**src/rtl/linear_interp_pitch_resampler_defines.svh**
```systemverilog
// Assertion helpers used by the resampler control RTL
`ifndef LINEAR_INTERP_PITCH_RESAMPLER_DEFINES_SVH
`define LINEAR_INTERP_PITCH_RESAMPLER_DEFINES_SVH

// Same-cycle implication, disabled while reset is held
`define LIPR_ASSERT_NOW(label, clk, rst_n, ante, cons, msg) \
    label: assert property (@(posedge clk) disable iff (!(rst_n)) (ante) |-> (cons)) \
        else $error(msg);

// Next-cycle implication, disabled while reset is held
`define LIPR_ASSERT_NEXT(label, clk, rst_n, ante, cons, msg) \
    label: assert property (@(posedge clk) disable iff (!(rst_n)) (ante) |=> (cons)) \
        else $error(msg);

`endif

```
**src/rtl/lipr_pkg.sv**
```systemverilog
package lipr_pkg;

    localparam int SAMPLE_W   = 16;
    localparam int STEP_W     = 19;
    localparam int TOTAL_W    = 20;
    localparam int FRAC_W     = 16;
    localparam int CFG_IDX_W  = 2;
    localparam int CFG_DATA_W = 20;
    localparam int CNT_W      = 4;

    localparam logic [STEP_W-1:0] STEP_MIN = 19'd16384;
    localparam logic [STEP_W-1:0] STEP_MAX = 19'd262144;

    // results per input frame are capped at eight
    localparam logic [CNT_W-1:0] MAX_RES  = 4'd8;
    localparam logic [CNT_W-1:0] LAST_RES = 4'd7;

    localparam logic [CFG_IDX_W-1:0] CFG_STEP   = 2'd0;
    localparam logic [CFG_IDX_W-1:0] CFG_TOTAL  = 2'd1;
    localparam logic [CFG_IDX_W-1:0] CFG_STEREO = 2'd2;

    typedef enum logic {
        ST_IDLE,
        ST_RUN
    } t_state;

    typedef struct packed {
        logic accept;
        logic emit;
        logic finish;
        logic last_of_run;
    } t_cmd;

    typedef struct packed {
        logic more_now;
        logic more_next;
    } t_status;

    // s0 + floor(frac * (s1 - s0) / 2^16); always lies between s0 and s1
    function automatic logic signed [SAMPLE_W-1:0] lerp(
        input logic signed [SAMPLE_W-1:0] s0,
        input logic signed [SAMPLE_W-1:0] s1,
        input logic [FRAC_W-1:0]          frac
    );
        logic signed [SAMPLE_W:0]     diff;
        logic signed [2*SAMPLE_W+1:0] prod;
        logic signed [2*SAMPLE_W+1:0] shifted;
        logic signed [SAMPLE_W+1:0]   sum;
        diff    = $signed({s1[SAMPLE_W-1], s1}) - $signed({s0[SAMPLE_W-1], s0});
        prod    = $signed({1'b0, frac}) * diff;
        shifted = prod >>> FRAC_W;
        sum     = $signed({{2{s0[SAMPLE_W-1]}}, s0}) + shifted[SAMPLE_W+1:0];
        return sum[SAMPLE_W-1:0];
    endfunction

endpackage

```
**src/rtl/lipr_dp.sv**
```systemverilog
module lipr_dp #(
    parameter int FRAME_BITS = 20
) (
    input  logic                                  i_clk,
    input  logic                                  i_rst_n,
    input  lipr_pkg::t_cmd                        i_cmd,
    output lipr_pkg::t_status                     o_status,
    input  logic [lipr_pkg::STEP_W-1:0]           i_step,
    input  logic [lipr_pkg::TOTAL_W-1:0]          i_total,
    input  logic                                  i_stereo,
    input  logic signed [lipr_pkg::SAMPLE_W-1:0]  i_left_sample,
    input  logic signed [lipr_pkg::SAMPLE_W-1:0]  i_right_sample,
    output logic signed [lipr_pkg::SAMPLE_W-1:0]  o_left_out,
    output logic signed [lipr_pkg::SAMPLE_W-1:0]  o_right_out,
    output logic                                  o_last_of_run,
    output logic                                  o_end_of_buffer
);

    localparam int POS_W  = FRAME_BITS + lipr_pkg::FRAC_W;
    localparam int WIDE_W = (FRAME_BITS > lipr_pkg::TOTAL_W) ? FRAME_BITS : lipr_pkg::TOTAL_W;
    localparam int IDX_W  = WIDE_W + 1;
    localparam int CMP_W  = WIDE_W + lipr_pkg::FRAC_W + 2;

    logic signed [lipr_pkg::SAMPLE_W-1:0] r_prev_left, r_prev_right;
    logic signed [lipr_pkg::SAMPLE_W-1:0] r_cur_left, r_cur_right;
    logic [FRAME_BITS-1:0]                r_frame_idx;
    logic [POS_W-1:0]                     r_pos;
    logic signed [lipr_pkg::SAMPLE_W-1:0] r_left_out, r_right_out;
    logic                                 r_last_of_run, r_end_of_buffer;

    logic [lipr_pkg::STEP_W-1:0]          step_c;
    logic [lipr_pkg::TOTAL_W-1:0]         total_eff;
    logic                                 last_frame;
    logic [CMP_W-1:0]                     pos_w, pos1, pos2, limit;
    logic [CMP_W-1:0]                     upper1, upper2, upper;
    logic                                 span1;
    logic signed [lipr_pkg::SAMPLE_W-1:0] s0_l, s1_l, s0_r, s1_r;
    logic signed [lipr_pkg::SAMPLE_W-1:0] lerp_l, lerp_r;

    always_comb begin
        if (i_step < lipr_pkg::STEP_MIN) begin
            step_c = lipr_pkg::STEP_MIN;
        end else if (i_step > lipr_pkg::STEP_MAX) begin
            step_c = lipr_pkg::STEP_MAX;
        end else begin
            step_c = i_step;
        end
        total_eff  = (i_total == '0) ? lipr_pkg::TOTAL_W'(1) : i_total;
        last_frame = (IDX_W'(r_frame_idx) + IDX_W'(1)) >= IDX_W'(total_eff);

        pos_w  = CMP_W'(r_pos);
        pos1   = pos_w + CMP_W'(step_c);
        pos2   = pos1 + CMP_W'(step_c);
        limit  = CMP_W'(total_eff) << lipr_pkg::FRAC_W;
        upper1 = CMP_W'(r_frame_idx) << lipr_pkg::FRAC_W;
        upper2 = (CMP_W'(r_frame_idx) + CMP_W'(1)) << lipr_pkg::FRAC_W;
        upper  = last_frame ? upper2 : upper1;

        o_status.more_now  = (pos_w < upper) && (pos1 <= limit);
        o_status.more_next = (pos1 < upper) && (pos2 <= limit);

        // below the current frame: previous to current; beyond it: current to zero
        span1 = pos_w < upper1;
        s0_l  = span1 ? r_prev_left  : r_cur_left;
        s1_l  = span1 ? r_cur_left   : '0;
        s0_r  = span1 ? r_prev_right : r_cur_right;
        s1_r  = span1 ? r_cur_right  : '0;

        lerp_l = lipr_pkg::lerp(s0_l, s1_l, r_pos[lipr_pkg::FRAC_W-1:0]);
        lerp_r = i_stereo ? lipr_pkg::lerp(s0_r, s1_r, r_pos[lipr_pkg::FRAC_W-1:0]) : '0;
    end

    always_ff @(posedge i_clk) begin
        if (!i_rst_n) begin
            r_prev_left  <= '0;
            r_prev_right <= '0;
            r_frame_idx  <= '0;
            r_pos        <= '0;
        end else if (i_cmd.finish && last_frame) begin
            r_prev_left  <= '0;
            r_prev_right <= '0;
            r_frame_idx  <= '0;
            r_pos        <= '0;
        end else begin
            if (i_cmd.emit) begin
                r_pos <= pos1[POS_W-1:0];
            end
            if (i_cmd.finish) begin
                r_prev_left  <= r_cur_left;
                r_prev_right <= r_cur_right;
                r_frame_idx  <= r_frame_idx + FRAME_BITS'(1);
            end
        end
    end

    always_ff @(posedge i_clk) begin
        if (i_cmd.accept) begin
            r_cur_left  <= i_left_sample;
            r_cur_right <= i_right_sample;
        end
        if (i_cmd.emit) begin
            r_left_out      <= lerp_l;
            r_right_out     <= lerp_r;
            r_last_of_run   <= i_cmd.last_of_run;
            r_end_of_buffer <= pos2 > limit;
        end
    end

    assign o_left_out      = r_left_out;
    assign o_right_out     = r_right_out;
    assign o_last_of_run   = r_last_of_run;
    assign o_end_of_buffer = r_end_of_buffer;

endmodule

```
**src/rtl/lipr_ctrl.sv**
```systemverilog
`include "linear_interp_pitch_resampler_defines.svh"

module lipr_ctrl (
    input  logic              i_clk,
    input  logic              i_rst_n,
    input  logic              i_in_valid,
    output logic              o_in_ready,
    output logic              o_out_valid,
    input  logic              i_out_ready,
    input  lipr_pkg::t_status i_status,
    output lipr_pkg::t_cmd    o_cmd
);

    lipr_pkg::t_state              r_state, n_state;
    logic [lipr_pkg::CNT_W-1:0]    r_cnt, n_cnt;
    logic                          r_out_valid, n_out_valid;
    logic                          slot_free;

    assign slot_free = !r_out_valid || i_out_ready;

    always_ff @(posedge i_clk) begin
        if (!i_rst_n) begin
            r_state     <= lipr_pkg::ST_IDLE;
            r_cnt       <= '0;
            r_out_valid <= 1'b0;
        end else begin
            r_state     <= n_state;
            r_cnt       <= n_cnt;
            r_out_valid <= n_out_valid;
        end
    end

    always_comb begin
        n_state    = r_state;
        n_cnt      = r_cnt;
        o_in_ready = 1'b0;
        o_cmd      = '0;
        unique case (r_state)
            lipr_pkg::ST_IDLE: begin
                o_in_ready = 1'b1;
                if (i_in_valid) begin
                    o_cmd.accept = 1'b1;
                    n_cnt        = '0;
                    n_state      = lipr_pkg::ST_RUN;
                end
            end
            lipr_pkg::ST_RUN: begin
                if (!(i_status.more_now && (r_cnt < lipr_pkg::MAX_RES))) begin
                    // frame gives no result at all
                    o_cmd.finish = 1'b1;
                    n_state      = lipr_pkg::ST_IDLE;
                end else if (slot_free) begin
                    o_cmd.emit        = 1'b1;
                    n_cnt             = r_cnt + lipr_pkg::CNT_W'(1);
                    o_cmd.last_of_run = !(i_status.more_next && (r_cnt < lipr_pkg::LAST_RES));
                    if (o_cmd.last_of_run) begin
                        o_cmd.finish = 1'b1;
                        n_state      = lipr_pkg::ST_IDLE;
                    end
                end
            end
            default: begin
                n_state = lipr_pkg::ST_IDLE;
            end
        endcase
        n_out_valid = o_cmd.emit ? 1'b1 : (i_out_ready ? 1'b0 : r_out_valid);
    end

    assign o_out_valid = r_out_valid;

    `LIPR_ASSERT_NOW(a_cnt_bound, i_clk, i_rst_n, 1'b1, r_cnt <= lipr_pkg::MAX_RES, "result count beyond cap")
    `LIPR_ASSERT_NOW(a_emit_slot, i_clk, i_rst_n, o_cmd.emit, slot_free, "result overwrites pending request")
    `LIPR_ASSERT_NOW(a_last_ends, i_clk, i_rst_n, o_cmd.emit && o_cmd.last_of_run, o_cmd.finish, "final result without frame close")
    `LIPR_ASSERT_NEXT(a_accept_run, i_clk, i_rst_n, o_cmd.accept, r_cnt == '0 && !o_in_ready, "frame start not clean")

endmodule

```
**src/rtl/linear_interp_pitch_resampler.sv**
```systemverilog
// Linear-interpolation resampler for stereo 16-bit frames. Write step (Q3.16, saturated to
// 0.25..4.0), total_frames and stereo while the block is idle, then stream the buffer's frames
// in. Output frame f sits at source position f*step; each input frame is accepted while idle and
// then held until its results are formed and it closes (at once when it causes none); no new
// frame is taken before then. The single interpolation datapath forms one two-lane output frame
// per cycle while the output side does not stall. At most eight results come from one frame;
// last_of_run marks the final one and end_of_buffer the buffer's last.
// All position state clears after the last frame of the buffer.
module linear_interp_pitch_resampler #(
    parameter int FRAME_BITS = 20
) (
    input  logic                                  i_clk,
    input  logic                                  i_rst_n,
    input  logic                                  i_cfg_valid,
    output logic                                  o_cfg_ready,
    input  logic [lipr_pkg::CFG_IDX_W-1:0]        i_cfg_index,
    input  logic [lipr_pkg::CFG_DATA_W-1:0]       i_cfg_data,
    input  logic                                  i_in_valid,
    output logic                                  o_in_ready,
    input  logic signed [lipr_pkg::SAMPLE_W-1:0]  i_left_sample,
    input  logic signed [lipr_pkg::SAMPLE_W-1:0]  i_right_sample,
    output logic                                  o_out_valid,
    input  logic                                  i_out_ready,
    output logic signed [lipr_pkg::SAMPLE_W-1:0]  o_left_out,
    output logic signed [lipr_pkg::SAMPLE_W-1:0]  o_right_out,
    output logic                                  o_last_of_run,
    output logic                                  o_end_of_buffer
);

    logic [lipr_pkg::STEP_W-1:0]  r_step;
    logic [lipr_pkg::TOTAL_W-1:0] r_total;
    logic                         r_stereo;
    lipr_pkg::t_cmd               cmd;
    lipr_pkg::t_status            status;

    assign o_cfg_ready = 1'b1;

    always_ff @(posedge i_clk) begin
        if (!i_rst_n) begin
            r_step   <= lipr_pkg::STEP_W'(65536);
            r_total  <= lipr_pkg::TOTAL_W'(1);
            r_stereo <= 1'b1;
        end else if (i_cfg_valid && o_cfg_ready) begin
            unique case (i_cfg_index)
                lipr_pkg::CFG_STEP:   r_step   <= i_cfg_data[lipr_pkg::STEP_W-1:0];
                lipr_pkg::CFG_TOTAL:  r_total  <= i_cfg_data[lipr_pkg::TOTAL_W-1:0];
                lipr_pkg::CFG_STEREO: r_stereo <= i_cfg_data[0];
                default: begin
                    // unmapped index: drop the write
                end
            endcase
        end
    end

    lipr_ctrl u_ctrl (
        .i_clk       (i_clk),
        .i_rst_n     (i_rst_n),
        .i_in_valid  (i_in_valid),
        .o_in_ready  (o_in_ready),
        .o_out_valid (o_out_valid),
        .i_out_ready (i_out_ready),
        .i_status    (status),
        .o_cmd       (cmd)
    );

    lipr_dp #(
        .FRAME_BITS (FRAME_BITS)
    ) u_dp (
        .i_clk           (i_clk),
        .i_rst_n         (i_rst_n),
        .i_cmd           (cmd),
        .o_status        (status),
        .i_step          (r_step),
        .i_total         (r_total),
        .i_stereo        (r_stereo),
        .i_left_sample   (i_left_sample),
        .i_right_sample  (i_right_sample),
        .o_left_out      (o_left_out),
        .o_right_out     (o_right_out),
        .o_last_of_run   (o_last_of_run),
        .o_end_of_buffer (o_end_of_buffer)
    );

endmodule
```
**config.mk**
```make
export PLATFORM = sky130hd
export DESIGN_NAME = linear_interp_pitch_resampler
export DESIGN_NICKNAME = d
export VERILOG_FILES = /design/src/rtl/lipr_pkg.sv /design/src/rtl/lipr_dp.sv /design/src/rtl/lipr_ctrl.sv /design/src/rtl/linear_interp_pitch_resampler.sv
export VERILOG_INCLUDE_DIRS = /design/src /design/src/rtl
export SDC_FILE = /design/constraint.sdc
export NUM_CORES = 2
export LEC_CHECK = 0
export BUFFER_PORTS_ARGS = -buffer_cell sky130_fd_sc_hd__buf_4
export CAP_MARGIN = 20
export CORE_AREA = 4 4 386 388
export CTS_BUF_LIST = sky130_fd_sc_hd__clkbuf_4 sky130_fd_sc_hd__clkbuf_8 sky130_fd_sc_hd__clkbuf_16
export DETAILED_ROUTE_END_ITERATION = 16
export DIE_AREA = 0 0 390 392
export RECOVER_POWER = 25
export SLEW_MARGIN = 20
export SYNTH_ARGS = -nofsm -noshare
export SYNTH_HDL_FRONTEND = slang
export SYNTH_SLANG_ARGS = --single-unit
```
**constraint.sdc**
```tcl
create_clock -name i_clk -period 19.02 [get_ports i_clk]
set_clock_uncertainty 0.05 [all_clocks]
set_input_delay 0 -clock i_clk [delete_from_list [all_inputs] [get_ports i_clk]]
set_output_delay 0 -clock i_clk [all_outputs]
set_load 0.05 [all_outputs]
```
==> summary.md <==
| Metric | Value |
|---|---|
| Setup TNS | `0 ns` |
| Initial antenna violation count | `4` |
| Clk sinks | `200` |
| Worst EP required | `around 19 ns` |
| Final Critical Period | `15.14 ns` |
| GRT overflow | `0` |
| Most frequent cells in the layout | `inv_1 (637), nand2_1 (557), ha_1 (444), fa_1 (422), a21oi_1 (218)` |
| Crit-path max FO | `32` |
| Die X | `approximately 390 um` |
| Endpoint type of the worst setup path | `flip-flop` |
| Yosys warnings | `0` |
| Detail Placement HPWL | `85520 um` |
| FF+latch count, synth | `200` |
| Pin count of the biggest net entering global routing | `92` |
| Count of pins over their slew limit | `0` |
| Total count of hold-check failures in the final report | `0` |
| Vias | `30790` |
| Syn Inst Count | `approximately 4400` |
| Die Height | `392 um` |
| Io pins | `96` |
| Mapped Nets | `~5300` |
| Commonest non-fill, non-tap cell in the layout | `inv_1` |
| Layout cell share with drive strength beyond 1 | `4.687%` |
| DRC viols | `0` |
| Clk buf depth | `2` |
| Count of buffers from port buffering | `94` |
| Die area | `between 150000 and 200000 um^2` |
| Post-Route WL | `111000 um` |
| Fin nets | `5307` |
| Standard-cell rows | `140` |
| GRT Total Usage | `14.52%` |
| MaxCap Viol Count | `0` |
| Slowest-stage cell, CP | `nor4_1` |
| Final Cycle Share | `around 80%` |
| Setup bufs post-CTS | `0` |
| Async S/R FF share, synth | `0%` |
| Outcome | `finished clean` |
| Vias in the first global route | `31540` |
| Fin Hold WS | `0.1455 ns` |
| Unrepaired setup endpoints after global routing | `false` |
| Drt pass-1 iters | `6` |
| CP Class | `reg2reg` |
| Clk root buf | `clkbuf_16` |
| Seq/Total Area, Yosys | `12.86%` |
| Worst rel slew slack | `approximately a quarter` |
| Worst setup margin | `3.880 ns` |
| Number of vias per cell | `4.878` |
| F_max | `66.05 MHz` |
| CTS tree | `yes` |
| Most frequent CP cell | `o21ai_0` |
| Num CTS Buffers | `17` |
| DR WL/cell | `17.58 um` |
| H-tree depth | `4` |
| Mapped cell area | `between 30000 and 40000 um^2` |
| Ys flop type | `dfxtp_1` |
| Worst min-delay path class | `in2reg` |
| First-pass GRT wire length | `177000 um` |
| Worst-Margin Slew | `1.105 ns` |
| Worst-Skew Late Latency | `0.50 ns` |
| Area delta synth->final | `10.54%` |
| Library cells used by synthesis | `96` |
| Post-synth EDFFs | `66` |
| Initial Util | `~25%` |
| DP Worst Slack | `3.700 ns` |
| Startpoint types | `flip-flop` |
| Layout Utilization | `27.58%` |
| Routed Antenna Nets | `0` |
| Clock-pin slew on the worst setup and hold paths | `0.09 ns` |
| Crit path DAT | `15.34 ns` |
| Gp weighted congestion | `0.9312` |
| Core Area | `145400 um^2` |
| Critical path's largest stage delay | `0.69 ns` |
| Synth Area per Inst | `8.315 um^2` |
| # setup viols final | `0` |
| 1st-iter DRT viols | `~1800` |
-- cells in the mapped netlist, types with 10 or more instances --
library cell	instances	area, um^2
nor2_1	159	596.8
nand2_1	558	2095
and2_1	199	1245
fa_1	422	8448
inv_1	638	2395
nor2b_1	87	544.3
xnor2_1	133	1165
clkbuf_1	193	724.4
mux2i_1	84	840.8
a21oi_1	220	1101
nand2b_1	26	162.7
nor3_1	62	310.3
nor4_1	31	193.9
buf_2	12	60.06
xor2_1	43	376.6
a211oi_1	17	127.6
o32ai_1	16	140.1
o21bai_1	16	120.1
or2_2	23	143.9
o21a_1	27	202.7
o31ai_1	10	75.07
a21o_1	72	540.5
ha_1	444	5555
or3_1	16	100.1
o311ai_0	18	157.7
a21boi_0	17	127.6
o21ai_0	129	645.6
o211ai_1	42	315.3
nand3_1	128	640.6
dfxtp_1	134	2683
a311oi_1	13	113.9
a31oi_1	24	150.1
and3_1	73	456.7
nand4_1	43	269.0
edfxtp_1	66	1982
-- path summary, 6_finish.rpt --
kind | start | endpoint | slack [ns] | depth (start not counted)
setup / recovery | u_dp.r_frame_idx[17] | u_dp.o_left_out[15] | 3.88 | 54
hold / removal | i_rst_n | u_ctrl.r_cnt[1] | 0.15 | 3
setup reg to reg | u_dp.r_frame_idx[17] | u_dp.o_left_out[15] | 3.88 | 54
hold reg to reg | u_dp.r_prev_right[6] | u_dp.r_prev_right[6] | 0.41 | 2
-- cell families after synthesis --
kind of cell / count (synthesis) / share of synthesized area (%)
xor+xnor: 178 / 4.378
simple gates: 1468 / 20.12
mux: 87 / 2.411
fa+ha+maj: 868 / 38.66
buf+inv: 856 / 8.921
other cells: 1 / 0.01034
flops: 200 / 12.86
compound gates: 704 / 12.63
-- registers in the layout (all words and copies together) (netlist names) --
signal,flops
u_dp.o_last_of_run,1
u_ctrl.o_out_valid,1
u_dp.o_left_out,16
u_dp.o_end_of_buffer,1
u_dp.r_pos,36
u_dp.o_right_out,16
u_ctrl.r_cnt,4
u_dp.r_frame_idx,20
r_step,19
u_dp.r_cur_right,16
r_stereo,1
u_ctrl.r_state,1
u_dp.r_prev_right,16
r_total,20
u_dp.r_cur_left,16
u_dp.r_prev_left,16
-- worst max-delay path, delay by kind of cell, from the launching register on --
family	cells	cell delay, ns
fa+ha+maj	10	4.34
xor+xnor	1	0.23
flops	1	0.34
simple gates	10	2.26
compound gates	23	5.51
buf+inv	8	1.56
mux	2	0.58
-- layout make-up --
class | count | area [um^2]
Clock buffer | 17 | 425.4
Sequential cell | 200 | 4664
Fill cell | 15610 | 105300
Tap cell | 1917 | 2399
Antenna cell | 1 | 2.502
Inverter | 642 | 2411
Timing Repair Buffer | 215 | 1580
Clock inverter | 15 | 186.4
Multi-Input combinational cell | 3306 | 28430
-- what timing repair did --
item	in CTS	in global routing
hold buffers	60	0
resized for setup	0	0
hold endpoints to repair	78	0
-- per-stage QoR --
step / std cells / cell area (um^2)
final: 6313 / 40090
after floorplan: 4362 / 36270
after detailed placement: 6220 / 39070
after global placement: 6219 / 39050
after global routing: 6312 / 40090
after CTS: 6312 / 40280
-- metal layers --
metal  vias up  share of wire [%]  global-route usage, %
li1      14530                  -                      -
met1     15100                 43                  18.71
met2       951                 46                  24.09
met3       217                5.8                  2.132
met4         0                4.7                  6.501
met5         -                  0                      0
Power is not shown: default switching activity piles up to over one toggle a cycle in this logic, so the estimate is an artifact.
